File: src/rtl/core/oebs_pkg.sv
package oebs_pkg;

  localparam int SAMPLE_W   = 8;
  localparam int ENERGY_W   = 16;
  localparam int SUM_W      = 32;
  localparam int SPB_W      = 16;
  localparam int THRESH_W   = 31;
  localparam int POS_W      = 2;
  localparam int CFG_IDX_W  = 2;
  localparam int CFG_DATA_W = 31;

  // Largest squared magnitude: (-128)^2 + (-128)^2.
  localparam logic [ENERGY_W-1:0] MAX_ENERGY = 16'd32768;

  localparam logic [CFG_IDX_W-1:0] CFG_WINDOW_LEN     = 2'd0;
  localparam logic [CFG_IDX_W-1:0] CFG_HIGH_THRESHOLD = 2'd1;
  localparam logic [CFG_IDX_W-1:0] CFG_LOW_THRESHOLD  = 2'd2;

  localparam logic [SPB_W-1:0]    SPB_RESET  = 16'd1000;
  localparam logic [THRESH_W-1:0] HIGH_RESET = 31'd6400000;
  localparam logic [THRESH_W-1:0] LOW_RESET  = 31'd3200000;

  typedef struct packed {
    logic [SPB_W-1:0]    window_len;
    logic [THRESH_W-1:0] high_threshold;
    logic [THRESH_W-1:0] low_threshold;
  } cfg_t;

  typedef struct packed {
    logic                valid;
    logic [ENERGY_W-1:0] energy;
  } energy_req_t;

endpackage

File: src/rtl/core/oebs_ifs.sv
interface oebs_sample_if;
  import oebs_pkg::*;

  logic                       valid;
  logic                       ready;
  logic signed [SAMPLE_W-1:0] in_phase;
  logic signed [SAMPLE_W-1:0] quadrature;

  modport source (output valid, output in_phase, output quadrature, input ready);
  modport sink (input valid, input in_phase, input quadrature, output ready);
endinterface

interface oebs_bit_if;
  import oebs_pkg::*;

  logic             valid;
  logic             ready;
  logic             bit_value;
  logic [POS_W-1:0] bit_position;
  logic             packet_last;

  modport source (output valid, output bit_value, output bit_position,
                  output packet_last, input ready);
  modport sink (input valid, input bit_value, input bit_position,
                input packet_last, output ready);
endinterface

File: src/rtl/core/oebs_energy.sv
module oebs_energy (
  input  logic                 clk,
  input  logic                 rst,
  oebs_sample_if.sink          sample_in,
  output oebs_pkg::energy_req_t energy_req,
  input  logic                 energy_take
);
  import oebs_pkg::*;

  logic                       a_valid;
  logic signed [SAMPLE_W-1:0] a_i;
  logic signed [SAMPLE_W-1:0] a_q;
  logic                       e_valid;
  logic [ENERGY_W-1:0]        energy;

  logic                       e_free;
  logic signed [2*SAMPLE_W-1:0] sq_i;
  logic signed [2*SAMPLE_W-1:0] sq_q;
  logic [ENERGY_W-1:0]        energy_next;

  assign e_free          = !e_valid || energy_take;
  assign sample_in.ready = !a_valid || e_free;

  // Both squares are non-negative and at most 16384, so their sum fits unsigned.
  assign sq_i        = a_i * a_i;
  assign sq_q        = a_q * a_q;
  assign energy_next = ENERGY_W'(unsigned'(sq_i)) + ENERGY_W'(unsigned'(sq_q));

  always_ff @(posedge clk) begin
    if (rst) begin
      a_valid <= 1'b0;
      e_valid <= 1'b0;
    end else begin
      if (sample_in.valid && sample_in.ready) begin
        a_valid <= 1'b1;
      end else if (e_free) begin
        a_valid <= 1'b0;
      end
      if (e_free) begin
        e_valid <= a_valid;
      end
    end
  end

  always_ff @(posedge clk) begin
    if (sample_in.valid && sample_in.ready) begin
      a_i <= sample_in.in_phase;
      a_q <= sample_in.quadrature;
    end
    if (e_free && a_valid) begin
      energy <= energy_next;
    end
  end

  assign energy_req.valid  = e_valid;
  assign energy_req.energy = energy;

  a_energy_range: assert property (@(posedge clk) disable iff (rst)
    e_valid |-> energy <= MAX_ENERGY)
    else $error("energy register above the largest squared magnitude");

  a_input_held: assert property (@(posedge clk) disable iff (rst)
    a_valid && !e_free |=> a_valid && $stable(a_i) && $stable(a_q))
    else $error("input register lost a request while the energy stage was full");

  a_energy_held: assert property (@(posedge clk) disable iff (rst)
    e_valid && !energy_take |=> e_valid && $stable(energy))
    else $error("energy register changed while the slicer held it off");

endmodule

File: src/rtl/core/oebs_slicer.sv
module oebs_slicer #(
  parameter int PACKET_BITS = 4
) (
  input  logic                  clk,
  input  logic                  rst,
  input  oebs_pkg::cfg_t        cfg,
  input  oebs_pkg::energy_req_t energy_req,
  output logic                  energy_take,
  oebs_bit_if.source            bit_out
);
  import oebs_pkg::*;

  localparam int PW  = (PACKET_BITS > 1) ? $clog2(PACKET_BITS) : 1;
  localparam int PXW = (PW > POS_W) ? PW : POS_W;
  localparam logic [PW-1:0] LAST_INDEX = PW'(PACKET_BITS - 1);

  logic [SPB_W-1:0]  window_count;
  logic [SUM_W-1:0]  energy_sum;
  logic              held_bit;
  logic [PW-1:0]     packet_index;
  logic              out_valid;
  logic              out_bit;
  logic [POS_W-1:0]  out_pos;
  logic              out_last;

  logic [SPB_W:0]    filled;
  logic              complete;
  logic [SUM_W-1:0]  sum_next;
  logic              bit_next;
  logic              last;
  logic              stall;
  logic [PXW-1:0]    index_ext;

  assign filled   = {1'b0, window_count} + (SPB_W + 1)'(1);
  // A length of zero behaves like one, since filled is never below one.
  assign complete = filled >= {1'b0, cfg.window_len};
  assign sum_next = energy_sum + SUM_W'(energy_req.energy);

  always_comb begin
    if (sum_next > {1'b0, cfg.high_threshold}) begin
      bit_next = 1'b1;
    end else if (sum_next < {1'b0, cfg.low_threshold}) begin
      bit_next = 1'b0;
    end else begin
      bit_next = held_bit;
    end
  end

  assign last      = packet_index == LAST_INDEX;
  assign index_ext = PXW'(packet_index);

  // Only a closing sample needs the output register, so partial sums keep
  // flowing while a finished bit waits downstream.
  assign stall       = energy_req.valid && complete && out_valid && !bit_out.ready;
  assign energy_take = energy_req.valid && !stall;

  always_ff @(posedge clk) begin
    if (rst) begin
      window_count <= '0;
      energy_sum   <= '0;
      held_bit     <= 1'b0;
      packet_index <= '0;
      out_valid    <= 1'b0;
    end else begin
      if (energy_take && complete) begin
        window_count <= '0;
        energy_sum   <= '0;
        held_bit     <= bit_next;
        packet_index <= last ? '0 : packet_index + PW'(1);
        out_valid    <= 1'b1;
      end else begin
        if (energy_take) begin
          window_count <= filled[SPB_W-1:0];
          energy_sum   <= sum_next;
        end
        if (bit_out.ready) begin
          out_valid <= 1'b0;
        end
      end
    end
  end

  always_ff @(posedge clk) begin
    if (energy_take && complete) begin
      out_bit  <= bit_next;
      out_pos  <= index_ext[POS_W-1:0];
      out_last <= last;
    end
  end

  assign bit_out.valid        = out_valid;
  assign bit_out.bit_value    = out_bit;
  assign bit_out.bit_position = out_pos;
  assign bit_out.packet_last  = out_last;

  a_index_range: assert property (@(posedge clk) disable iff (rst)
    packet_index <= LAST_INDEX)
    else $error("packet index ran past the packet length");

  a_window_cleared: assert property (@(posedge clk) disable iff (rst)
    energy_take && complete |=> window_count == '0 && energy_sum == '0)
    else $error("window not cleared after a bit decision");

  a_last_position: assert property (@(posedge clk) disable iff (rst)
    out_valid && out_last |-> out_pos == POS_W'(PACKET_BITS - 1))
    else $error("packet end flagged at the wrong bit position");

  a_no_overwrite: assert property (@(posedge clk) disable iff (rst)
    out_valid && !bit_out.ready |=> out_valid && $stable(out_bit) && $stable(out_pos))
    else $error("pending result overwritten before it was taken");

endmodule

File: src/rtl/core/ook_energy_bit_slicer.sv
// A result is written to the output register once the sample closing its bit window has
// passed the input register and the energy register; a stall can hold it in either.
// Throughput: one sample per cycle, set by the accumulate-and-compare loop;
// intake stalls only when a finished bit has not yet been taken downstream.
// Reset (rst, synchronous): clears the window, held bit and packet position, empties
// the pipeline and restores the register defaults of 1000, 6400000 and 3200000.
module ook_energy_bit_slicer #(
  parameter int PACKET_BITS = 4
) (
  input  logic                                 clk,
  input  logic                                 rst,
  input  logic                                 cfg_we,
  input  logic [oebs_pkg::CFG_IDX_W-1:0]       cfg_index,
  input  logic [oebs_pkg::CFG_DATA_W-1:0]      cfg_data,
  oebs_sample_if.sink                          sample_in,
  oebs_bit_if.source                           bit_out
);
  import oebs_pkg::*;

  cfg_t        cfg;
  energy_req_t energy_req;
  logic        energy_take;

  always_ff @(posedge clk) begin
    if (rst) begin
      cfg.window_len     <= SPB_RESET;
      cfg.high_threshold <= HIGH_RESET;
      cfg.low_threshold  <= LOW_RESET;
    end else if (cfg_we) begin
      case (cfg_index)
        CFG_WINDOW_LEN:     cfg.window_len     <= cfg_data[SPB_W-1:0];
        CFG_HIGH_THRESHOLD: cfg.high_threshold <= cfg_data[THRESH_W-1:0];
        CFG_LOW_THRESHOLD:  cfg.low_threshold  <= cfg_data[THRESH_W-1:0];
        default: ;
      endcase
    end
  end

  oebs_energy u_energy (
    .clk         (clk),
    .rst         (rst),
    .sample_in   (sample_in),
    .energy_req  (energy_req),
    .energy_take (energy_take)
  );

  oebs_slicer #(
    .PACKET_BITS (PACKET_BITS)
  ) u_slicer (
    .clk         (clk),
    .rst         (rst),
    .cfg         (cfg),
    .energy_req  (energy_req),
    .energy_take (energy_take),
    .bit_out     (bit_out)
  );

endmodule

File: src/flat_wrapper.sv
// flat-port wrapper written by rule: the top's interface ports become plain ports
module ook_energy_bit_slicer_flat import oebs_pkg::*;
#(
  parameter int PACKET_BITS = 4
)
  (clk, rst, cfg_we, cfg_index, cfg_data, sample_in_valid, sample_in_in_phase, sample_in_quadrature, sample_in_ready, bit_out_valid, bit_out_bit_value, bit_out_bit_position, bit_out_packet_last, bit_out_ready);
  oebs_sample_if sample_in_i ();
  oebs_bit_if bit_out_i ();
  input  logic clk;
  input  logic rst;
  input  logic cfg_we;
  input  logic [oebs_pkg::CFG_IDX_W-1:0] cfg_index;
  input  logic [oebs_pkg::CFG_DATA_W-1:0] cfg_data;
  input wire logic [$bits(sample_in_i.valid)-1:0] sample_in_valid;
  input wire logic [$bits(sample_in_i.in_phase)-1:0] sample_in_in_phase;
  input wire logic [$bits(sample_in_i.quadrature)-1:0] sample_in_quadrature;
  output wire logic [$bits(sample_in_i.ready)-1:0] sample_in_ready;
  output wire logic [$bits(bit_out_i.valid)-1:0] bit_out_valid;
  output wire logic [$bits(bit_out_i.bit_value)-1:0] bit_out_bit_value;
  output wire logic [$bits(bit_out_i.bit_position)-1:0] bit_out_bit_position;
  output wire logic [$bits(bit_out_i.packet_last)-1:0] bit_out_packet_last;
  input wire logic [$bits(bit_out_i.ready)-1:0] bit_out_ready;
  assign sample_in_i.valid = sample_in_valid;
  assign sample_in_i.in_phase = sample_in_in_phase;
  assign sample_in_i.quadrature = sample_in_quadrature;
  assign sample_in_ready = sample_in_i.ready;
  assign bit_out_valid = bit_out_i.valid;
  assign bit_out_bit_value = bit_out_i.bit_value;
  assign bit_out_bit_position = bit_out_i.bit_position;
  assign bit_out_packet_last = bit_out_i.packet_last;
  assign bit_out_i.ready = bit_out_ready;
  ook_energy_bit_slicer #(.PACKET_BITS(PACKET_BITS)) u_core (.clk(clk), .rst(rst), .cfg_we(cfg_we), .cfg_index(cfg_index), .cfg_data(cfg_data), .sample_in(sample_in_i), .bit_out(bit_out_i));
endmodule
File: config.mk
export PLATFORM = sky130hd
export DESIGN_NAME = ook_energy_bit_slicer_flat
export DESIGN_NICKNAME = d
export VERILOG_FILES = /design/src/rtl/core/oebs_pkg.sv /design/src/rtl/core/oebs_ifs.sv /design/src/rtl/core/oebs_energy.sv /design/src/rtl/core/oebs_slicer.sv /design/src/rtl/core/ook_energy_bit_slicer.sv /design/src/flat_wrapper.sv
export SDC_FILE = /design/constraint.sdc
export NUM_CORES = 1
export LEC_CHECK = 0
export BUFFER_PORTS_ARGS = -buffer_cell sky130_fd_sc_hd__buf_4
export CAP_MARGIN = 10
export CORE_AREA = 3 3 171 173
export CTS_BUF_LIST = sky130_fd_sc_hd__clkbuf_16
export DETAILED_ROUTE_END_ITERATION = 10
export DIE_AREA = 0 0 174 176
export PLACE_DENSITY_LB_ADDON = 0.3
export RECOVER_POWER = 25
export SLEW_MARGIN = 20
export SYNTH_ARGS = -nofsm -noshare
export SYNTH_HDL_FRONTEND = slang
export SYNTH_SLANG_ARGS = --single-unit
File: constraint.sdc
create_clock -name clk -period 6.4 [get_ports clk]
set_clock_uncertainty 0.2 [all_clocks]
set_input_delay 1.28 -clock clk [delete_from_list [all_inputs] [get_ports clk]]
set_output_delay 1.28 -clock clk [all_outputs]
set_load 0.02 [all_outputs]
## Yosys cells after proc, flatten, opt, wreduce, memory -nomap -nowiden

Index checks and enable logic that the tools add are counted.

| storage, ports and cells | value |
|---|---|
| register bits | 168 |
| output and inout bits | 6 |
| logic and storage cells | 55 |

| operators by class | value |
|---|---|
| add/subtract/negate cells | 4 |
| $mul | 2 |
| magnitude comparators | 3 |
| eq/ne operators | 3 |
| mux-type cells | 7 |
| reduce and logical (&&, ||, !) cells | 20 |

Operators with widths:

| operator | number |
|---|---|
| 32-bit by 16-bit adder with 32-bit output | 1 |
| 32-bit by 31-bit greater-than comparator with 1-bit output | 1 |
| 32-bit by 31-bit less-than comparator with 1-bit output | 1 |
| 8-bit by 8-bit multiplier with 16-bit output | 2 |
| 16-bit by 1-bit adder with 17-bit output, second input constant | 1 |
| 17-bit by 16-bit >= comparator with 1-bit output | 1 |
| 16-bit adder | 1 |
| 1-bit logical AND | 7 |
| 1-bit 2-to-1 mux | 6 |
| 2-bit AND reduction | 3 |
| 2-bit == test, second input constant | 2 |
| 1-bit zero test | 4 |
| 2-bit nonzero test | 2 |
| 2-bit by 1-bit adder with 2-bit output, second input constant | 1 |
| 2-bit by 1-bit == test with 1-bit output, second input constant | 1 |
| 2-bit zero test | 1 |
| 1-bit logical OR | 2 |
| 2-bit 2-to-1 mux | 1 |
| 2-bit OR reduction | 1 |

## Depth between registers and ports, before layout

Gate-level depths: netlist of the first run.

| logic depth | value |
|---|---|
| depth in word-level cells | 11 |
| gate-level depth with buffers | 21 |
| mapped depth without buffers | 20 |

## By module

From an unflattened synthesis of the first run, not the netlist that was laid out.

| unflattened totals | value |
|---|---|
| cells, all modules | 1526 |
| area, all modules | 14203.6 µm² |

By module, submodules not included:

| module | instances | cells each | area an instance (µm²) | seq. area each (µm²) |
|---|---|---|---|---|
| oebs_energy | 1 | 528 | 5620.4 | 1001.0 |
| oebs_slicer | 1 | 691 | 5380.2 | 1161.1 |
| ook_energy_bit_slicer | 1 | 307 | 3203.1 | 1561.5 |

## Worst setup path after synthesis of the first run

Ideal clock, no wire load.

| timing path | value |
|---|---|
| kind | register to register |
| from | register u_core.u_energy.a_q[7] |
| to | register u_core.u_energy.energy[14] (data pin) |
| library setup time | 0.257 ns |
| arrival | 5.436 ns |
| required time | 5.943 ns |
| path slack | 0.507 ns |
| stages on the path, launching flop included | 16 |
| clock period less this slack | 5.893 ns |
| cell sequence | edfxtp_1 clkbuf_1 and2_1 fa_1 fa_1 fa_1 fa_1 fa_1 inv_1 fa_1 inv_1 ha_1 o41ai_1 o21ai_1 o41a_1 xor2_1 |

| between the ends | value |
|---|---|
| cells in the longest elaborated chain, start to end | 2 |

RTL lines:

| item | RTL line | text |
|---|---|---|
| start: declaration | oebs_energy.sv:12 | `logic signed [SAMPLE_W-1:0] a_q;` |
| start signal: assignment | oebs_energy.sv:48 | `a_q <= sample_in.quadrature;` |
| 8-bit by 8-bit multiplier with 16-bit output | oebs_energy.sv:26 | `assign sq_q = a_q * a_q;` |
| 16-bit adder | oebs_energy.sv:27 | `assign energy_next = ENERGY_W'(unsigned'(sq_i)) + ENERGY_W'(unsigned'(sq_q));` |
| net u_core.u_energy.energy_next[14] | oebs_energy.sv:19 | `logic [ENERGY_W-1:0] energy_next;` |
| end signal: assignment | oebs_energy.sv:51 | `energy <= energy_next;` |
| end: declaration | oebs_energy.sv:14 | `logic [ENERGY_W-1:0] energy;` |

The timed path passes the listed nets, and every way through them passes these cells.
A chain may end at the register's enable or synchronous reset.

## Worst setup path after layout of the first run

| timing path | value |
|---|---|
| from | register u_core.u_energy.a_i[2] |
| to | register u_core.u_energy.energy[15] (data pin) |

| between the ends | value |
|---|---|
| cells in the longest elaborated chain, start to end | 2 |

RTL lines:

| item | RTL line | text |
|---|---|---|
| start: declaration | oebs_energy.sv:11 | `logic signed [SAMPLE_W-1:0] a_i;` |
| start signal: assignment | oebs_energy.sv:47 | `a_i <= sample_in.in_phase;` |
| 8-bit by 8-bit multiplier with 16-bit output | oebs_energy.sv:25 | `assign sq_i = a_i * a_i;` |
| 16-bit adder | oebs_energy.sv:27 |  |
| net u_core.u_energy.energy_next[15] | oebs_energy.sv:19 |  |

The timed path passes the listed nets, and every way through them passes these cells.

==> flow_summary.toml, run 1 <==
[outcome]
status = "complete, but fails checks"
failed_checks = "max-capacitance violations, max-slew violations"

[power]
peakVddDrop_v = 0.000503
p_leak_uw = 0.00659
p_total_uw = 6780
pwr_density_cell_mw_per_mm2 = 451

[hold_path]
hold_class = "register to register"

[drt]
drc = 0
viasPerCell = 5.30
post_drt_wl_per_cell_um = 15.8
via_count = 10500
wl_mm = 31.2
drt_iter0_drc = 670
postRouteAntennaNets = 0
drt_pass1_iterations = 5

[sta]
drv_slew = 38
finalHoldViolations = 0
timing.final.crit_share_pct = 94.6
setup_viol = 0
final.setup.tns_ps = 0
rsz0062_at_grt = "false"
tightest_slew_ps = 1530
max_freq_mhz = 165
layout_setup_ws_ps = 344
fin_crit_ps = 6060
slew_headroom_pct = -2.33

[grt]
gr-max-usage-layer = "met2"
grt_pass1_vias = 10500
grt_max_degree = 73
grt_remaining_overflow = 0
met1_usage_pct = 28.3
antenna_found_initial = 0
use_met2_pct = 34.9
grt_pass1_wl_mm = 52.0
grt.total_usage_pct = 21.0
use_met3_pct = 3.57

[layout]
antenna_cells = 0
nNetsFinal = 1900
utilization_pct = 54.1
drive_gt1_share_pct = 7.94
fillCellCount = 2542
multi_input_area_mm2 = 0.00880
seq_area_mm2 = 0.00372
area_delta_synth_final_pct = 10.3
layout.cells.non_filler = 1977

[place]
dp_slack_ps = 370
place.gp.congestion = 0.884
port_buffers = 59
dp_hpwl_mm = 24.3
dp.cells = 1944

[logic_synthesis]
syn_area_mm2 = 0.0136
synth_seq_area_share_pct = 27.3
netlist_instances = 1542
postSynth.asyncResetShare_pct = 0
synth-compound-area-share_pct = 13.6
syn_avg_cell_area_um2 = 8.84
yosysTopAreaCellShare_pct = 19.4
yosys.area_share.simple_pct = 15.9
synth_top_family_by_area = "adder cells"
yosys_most_used_dff = "dfxtp_1"
synth_xor_area_share_pct = 4.82
muxShareOfSynthArea_pct = 0.156
synth_nets = 1856
synth_edf_count = 36
ys_types = 75
ys_warn_count = 0
synthTopCellsByArea = "dfxtp_1 (19%), fa_1 (16%), ha_1 (14%), edfxtp_1 (7.9%), inv_1 (6.5%)"
ys_seq_elements = 168
synth_fa_ha_area_share_pct = 30.0
yosys.area.top_type = "dfxtp_1"

[die]
core_area_mm2 = 0.0278
rows = 61
die_w_um = 174
start_util_pct = 49.1
num_io_pins = 60
dieArea_mm2 = 0.0306
die_y_um = 176

[job]
cap_viol_max_count = 1

[cts]
clock_sink_count = 168
clk_pin_slew_ps = 80
insertion_delay_ps = 450
htreeDepth = 4
post_cts_buffers = 0
numCtsBuffers = 17
ctsHoldBuffers = 0
tritoncts = "done"
clockRootBuffer = "clkbuf_16"
cts_resized = 0
cts_buffer_depth = 2

[setup_path]
cp-end-kind = "register"
worst_ep_required_time_ps = 6390
start_kind = "register"
worstPathMaxFanout = 9
r2r_slack_ps = 340
cp.arrival_ps = 6040
path_class = "register to register"
==> report_power, final <==
part	internal, uW	total, uW	switching, uW
clock network	561	1070	508
registers	1370	1420	51.8
logic	1910	4290	2380
==> cell usage in the layout (no fill, tap or decap), drive strengths merged, types with 18 or more instances in the layout <==
cell    count
and2       36
ha        148
nor2b      18
nor2       59
or3        22
o21ai      41
a21oi     149
dfxtp     132
edfxtp     36
inv       245
buf        54
nand2     225
xor2       21
o211ai     30
xnor2      54
nand3      21
fa        112
clkbuf     35
==> area by class of cell <==
type | instances | area share [%]
clock buffers | 17 | 2.83
inverters | 238 | 5.94
repair buffers | 72 | 3.57
well taps | 378 | 3.15
clock inverters | 15 | 1.21
flip-flops and latches | 168 | 24.8
multi-input cells | 1089 | 58.5
==> synth_stat cells (all sizes together) (30+ instances only) <==
cell and number:
and2 36, o211ai 30, nand2 225, nor2 59, xnor2 54, o21ai 41, a21oi 149, ha 148
edfxtp 36, dfxtp 132, fa 112, inv 237
==> metrics by stage <==
| stage | hold slack (ps) | cell area [um^2] |
|---|---|---|
| 3_3_place_gp | 242 | 14400 |
| 5_1_grt | 271 | 15000 |
| 2_1_floorplan | 234 | 13600 |
| 3_5_place_dp | 246 | 14400 |
| 4_1_cts | 256 | 15000 |
| 6_report | 254 | 15000 |
==> sequential cells by signal (all words and copies together) (netlist names) <==
register and cells:
u_core.u_slicer.window_count 16, u_core.u_energy.a_i 8, u_core.u_energy.a_q 8, u_core.u_slicer.bit_out.bit_value 1, u_core.cfg 78, u_core.u_slicer.bit_out.packet_last 1, u_core.u_energy.e_valid 1, u_core.u_energy.a_valid 1
u_core.u_slicer.bit_out.valid 1, u_core.u_slicer.held_bit 1, u_core.u_slicer.index_ext 2, u_core.u_energy.energy 16, u_core.u_slicer.bit_out.bit_position 2, u_core.u_slicer.energy_sum 32
==> cells by family after synthesis <==
family	Yosys count
buffers and inverters	285
XOR/XNOR	75
adder cells (fa/ha/maj)	260
AND/OR/NAND/NOR	455
multiplexers	2
AO/OA/AOI/OAI	297
flip-flops	168
==> final timing paths <==
check	start	endpoint	cells past startpoint
max	u_core.u_energy.a_i[2]$_DFFE_PP_	u_core.u_energy.energy[15]$_DFFE_PP_	18
min	u_core.cfg[35]$_SDFFE_PP0P_	u_core.cfg[35]$_SDFFE_PP0P_	2
max reg2reg	u_core.u_energy.a_i[2]$_DFFE_PP_	u_core.u_energy.energy[15]$_DFFE_PP_	18
min reg2reg	u_core.cfg[35]$_SDFFE_PP0P_	u_core.cfg[35]$_SDFFE_PP0P_	2
==> critical path: stages (launching register included) <==
cell	delay, ps
edfxtp_1	510
and2_1	230
inv_1	60
fa_1	480
inv_1	60
fa_1	510
fa_1	530
inv_1	60
fa_1	460
fa_1	510
fa_1	540
inv_1	40
ha_1	330
a21oi_1	260
nor2b_1	110
nor4_1	290
o31ai_1	180
o41ai_1	340
xnor2_1	110
==> layer usage <==
layer / share of wire (%) / up-vias
li1: - / 5212
met5: 0 / -
met3: 4.8 / 41
met1: 46 / 5013
met4: 2.0 / 0
met2: 47 / 211
Power figures use the tool's default switching activity.
==> run 2: changes to the inputs <==
MAX_ROUTING_LAYER = met4   (was default)
==> run 2 against run 1 <==
Net effect:
- the run still ends with max-capacitance violations, max-slew violations left
- via count increased by 0.48%
- clock-buffer cell count unchanged
- critical path type unchanged
- final cell count increased by 0.10%
- sequential share of layout area increased by 0.10 points
- setup slack improved by 110 ps
- cell area decreased by 0.42%
- worst hold slack improved by 0.64 ps
- critical path depth decreased by 1
- maximum frequency increased by 1.9%
==> flow_summary.toml, run 2 (same netlist as run 1, synthesis figures left out) <==
[outcome]
status = "complete, but fails checks"
failed_checks = "max-capacitance violations, max-slew violations"

[setup_path]
critPathLaunch = "u_core.u_energy.a_i[2]$_DFFE_PP_"
worst_ep_required_time_ps = 6390
path_class = "register to register"
cp-end-kind = "register"
cp.arrival_ps = 5940
rr_startpoint = "u_core.u_energy.a_i[2]$_DFFE_PP_"
worstPathMaxFanout = 9
start_kind = "register"

[layout]
final_common_cell = "inv_1"
largest-register = "u_core.cfg"
stdcell_area_mm2 = 0.0150
antenna_cells = 0
largestRegisters = "u_core.cfg: 78 flops, u_core.u_slicer.energy_sum: 32 flops"
fillCellCount = 2619
area_delta_synth_final_pct = 9.89
drive_gt1_share_pct = 7.81
utilization_pct = 53.9
nNetsFinal = 1902
final_cell_mix = "inv_1 (237), nand2_1 (225), a21oi_1 (148), ha_1 (148), dfxtp_1 (132)"
largest_register_ffs = 78

[drt]
wl_mm = 31.6
postRouteAntennaNets = 0
post_drt_wl_per_cell_um = 15.9
drt_iter0_drc = 586
via_count = 10500
viasPerCell = 5.32
drt_pass1_iterations = 5
drc = 0

[sta]
rsz0062_at_grt = "false"
tightest_slew_ps = 1920
timing.final.crit_share_pct = 92.9
finalHoldViolations = 0
max_freq_mhz = 168
drv_slew = 38
slew_headroom_pct = -28.2
final.setup.tns_ps = 0
fin_crit_ps = 5950
setup_viol = 0
whs_ps = 255

[place]
port_buffers = 59
dp_hpwl_mm = 24.7
place.gp.congestion = 0.889
dpl-instance-area_mm2 = 0.0145

[cts]
numCtsBuffers = 17
post_cts_buffers = 0
cts_buffer_depth = 2
htreeDepth = 4
clock_sink_count = 168
insertion_delay_ps = 450
clk_pin_slew_ps = 70
tritoncts = "done"
cts_resized = 0
ctsHoldBuffers = 0
clockRootBuffer = "clkbuf_16"

[die]
core_area_mm2 = 0.0278
start_util_pct = 49.1
num_io_pins = 60
rows = 61
die_w_um = 174
die_y_um = 176
dieArea_mm2 = 0.0306

[power]
peakVddDrop_v = 0.000479
p_total_uw = 6680
p_leak_uw = 0.00656
pwr_density_cell_mw_per_mm2 = 446

[hold_path]
hold_start = "u_core.cfg[32]$_SDFFE_PP0P_"
hold_class = "register to register"

[grt]
grt_pass1_vias = 10600
grt_remaining_overflow = 0
grt_max_degree = 73
grt.total_usage_pct = 21.6
grt_pass1_wl_mm = 52.0
antenna_found_initial = 0

[job]
cap_viol_max_count = 1
## run 2: changes by cell type in the layout (fill, tap and decap cells not counted), sizes merged
cell	before	now
clkinvlp	1	3
clkinv	6	5
bufinv	1	0
buf	54	55
clkbuf	35	36
## run 2: cell type report
class	count	area (um^2)	area share, %
repair buffers	74	541	3.61
clock inverters	15	116	0.777
flip-flops and latches	168	3720	24.9
multi-input cells	1089	8800	58.8
inverters	238	893	5.97
well taps	378	473	3.16
clock buffers	17	425	2.84
## run 2: stage by stage
step	worst slack (ps)	std cells
final	455	1979
after global routing	142	1979
after CTS	445	1979
after detailed placement	466	1947
after global placement	520	1946
after floorplan	507	1542
## run 2: layer usage
metal	vias to the layer above	part of all wire [%]	GRT usage, %
li1	5202	-	-
met1	5068	48	28.4
met2	210	47	35.3
met3	47	3.4	3.03
met4	0	1.7	6.07
met5	-	0	-
## run 2: worst paths after layout
check,end,slack [ps],cells after the start
min,u_core.cfg[32]$_SDFFE_PP0P_,250,2
max,u_core.u_energy.energy[14]$_DFFE_PP_,450,17
min reg2reg,u_core.cfg[32]$_SDFFE_PP0P_,250,2
max reg2reg,u_core.u_energy.energy[14]$_DFFE_PP_,450,17
## run 2: report_power, final
part	internal, uW	total, uW	switching, uW	leakage (uW)
clock	505	984	480	0.000263
sequential	1370	1410	48.8	0.00142
combinational	1910	4280	2370	0.00488
total	3780	6680	2900	0.00656
## run 2: worst max-delay path, cell delays in order (launching register included)
cell and delay (ps):
edfxtp_1 480, and2_1 210, inv_1 60, fa_1 470
inv_1 50, fa_1 490, fa_1 520, inv_1 60
fa_1 460, fa_1 520, fa_1 550, inv_1 40
ha_1 320, nor2b_1 170, o41ai_1 410, o21ai_1 160
o41a_1 340, xor2_1 150
==> run 3: changes to the inputs <==
CORE_AREA = 3 3 159 161   (was 3 3 171 173)
DIE_AREA = 0 0 162 164   (was 0 0 174 176)
==> run 3 against run 2 <==
Net effect:
- the run still ends with max-capacitance violations, max-slew violations left
- cell area down 0.13%
- via count up 0.88%
- sequential cell count unchanged
==> flow_summary.toml, run 3 (same netlist as run 1, synthesis figures left out) <==
[outcome]
status = "complete, but fails checks"
failed_checks = "max-capacitance violations, max-slew violations"

[sta]
rsz0062_at_grt = "false"
whs_ps = 256
layout_setup_ws_ps = 309
max_freq_mhz = 164
tightest_slew_ps = 1820
timing.final.crit_share_pct = 95.2
slew_headroom_pct = -21.4
setup_viol = 0
final.setup.tns_ps = 0
fin_crit_ps = 6090
drv_slew = 38
finalHoldViolations = 0

[setup_path]
critPathTopFamily = "adder cells"
cp-end-kind = "register"
crit_top_cell = "fa_1"
worstPathMaxFanout = 9
critPathSlowestCell = "edfxtp_1"
path_class = "register to register"
crit_buf_inv = 4
start_kind = "register"
cp.arrival_ps = 6060
worst_ep_required_time_ps = 6360
crit_path_cell_trace = "and2_1 > inv_1 > fa_1 > inv_1 > fa_1 > fa_1 > inv_1 > fa_1 > fa_1 > fa_1 > inv_1 > ha_1 > a21oi_1 > nor2b_1 > nor4_1 > o31ai_1 > o41ai_1 > xnor2_1"
slowest_delay_ps = 550

[layout]
nNetsFinal = 1899
final_cell_mix = "inv_1 (237), nand2_1 (225), a21oi_1 (148), ha_1 (148), dfxtp_1 (132)"
final_common_cell = "inv_1"
seq_area_mm2 = 0.00372
area_delta_synth_final_pct = 9.74
fillCellCount = 2074
antenna_cells = 0
largestRegisters = "u_core.cfg: 78 flops, u_core.u_slicer.energy_sum: 32 flops"
stdcell_area_mm2 = 0.0150
largest-register = "u_core.cfg"
layout.cells.non_filler = 1922
largest_register_ffs = 78
multi_input_area_mm2 = 0.00880
drive_gt1_share_pct = 7.76

[cts]
htreeDepth = 4
clk_pin_slew_ps = 80
cts_buffer_depth = 2
tritoncts = "done"
insertion_delay_ps = 440
clockRootBuffer = "clkbuf_16"
numCtsBuffers = 17
clock_sink_count = 168

[die]
die_y_um = 164
core_area_mm2 = 0.0241
start_util_pct = 56.5
die_w_um = 162
rows = 57
dieArea_mm2 = 0.0266
num_io_pins = 60

[place]
dp_hpwl_mm = 24.0
dp_slack_ps = 351
dp.cells = 1886
place.gp.congestion = 0.916
port_buffers = 59
dpl-instance-area_mm2 = 0.0143

[drt]
drt_pass1_iterations = 5
drt_iter0_drc = 608
wl_mm = 30.7
viasPerCell = 5.53
drc = 0
postRouteAntennaNets = 0
via_count = 10600
post_drt_wl_per_cell_um = 16.0

[power]
peakVddDrop_v = 0.000578
pwr_density_cell_mw_per_mm2 = 458
p_leak_uw = 0.00658

[grt]
grt.total_usage_pct = 24.8
grt_remaining_overflow = 0
grt_pass1_vias = 10800
antenna_found_initial = 0
grt_pass1_wl_mm = 51.6
grt_max_degree = 73

[hold_path]
hold_class = "register to register"

[job]
cap_viol_max_count = 1
## run 3: cell count changes in the layout (fill, tap and decap cells not counted), moves of 2 or more
| cell | previous run | this run |
|---|---|---|
| buf_4 | 54 | 51 |
| clkinv_8 | 0 | 3 |
| inv_6 | 6 | 4 |
| inv_8 | 2 | 4 |
| buf_8 | 0 | 2 |
| clkinv_2 | 3 | 0 |
## run 3: layout make-up
cell class,count,share of cell area [%]
Clock buffer,17,2.84
Clock inverter,15,1.20
Inverter,238,5.97
Multi-Input combinational cell,1089,58.8
Sequential cell,168,24.9
Tap cell,324,2.71
Timing Repair Buffer,71,3.54
## run 3: report_power, final
group	total [uW]	switching, uW	internal, uW
combinational	4360	2440	1920
sequential	1420	55.9	1370
clock	1070	511	562
total	6850	3000	3850
## run 3: repair_timing
action	CTS	global route
gates resized for setup	0	1
endpoints found under the setup margin	0	1
setup buffers	0	2
hold buffers	0	0
## run 3: final timing paths
kind              slack (ps)                        startpoint  cells past startpoint                              endpoint
setup / recovery         310  u_core.u_energy.a_i[2]$_DFFE_PP_                     18  u_core.u_energy.energy[15]$_DFFE_PP_
hold / removal           260       u_core.cfg[40]$_SDFFE_PP0P_                      2           u_core.cfg[40]$_SDFFE_PP0P_
setup reg to reg         310  u_core.u_energy.a_i[2]$_DFFE_PP_                     18  u_core.u_energy.energy[15]$_DFFE_PP_
hold reg to reg          260       u_core.cfg[40]$_SDFFE_PP0P_                      2           u_core.cfg[40]$_SDFFE_PP0P_
## run 3: worst min-delay path, delay by kind of cell (launching register included)
family           cells  cell delay (ps)
flip-flops           1              310
AND/OR/NAND/NOR      1               50
AO/OA/AOI/OAI        1               50
## run 3: metrics by stage
stage / power (uW) / utilization, %
after floorplan: 4830 / -
after global placement: 5620 / 59.4
after detailed placement: 5750 / 59.4
after CTS: 6860 / 61.9
after global routing: 7540 / 62.0
final: 6850 / 62.0
## run 3: metal layers
| metal | track usage, % | share of wire, % |
|---|---|---|
| met1 | 29.7 | 42 |
| met2 | 43.3 | 51 |
| met3 | 3.18 | 3.5 |
| met4 | 8.61 | 3.0 |
| met5 | - | 0 |
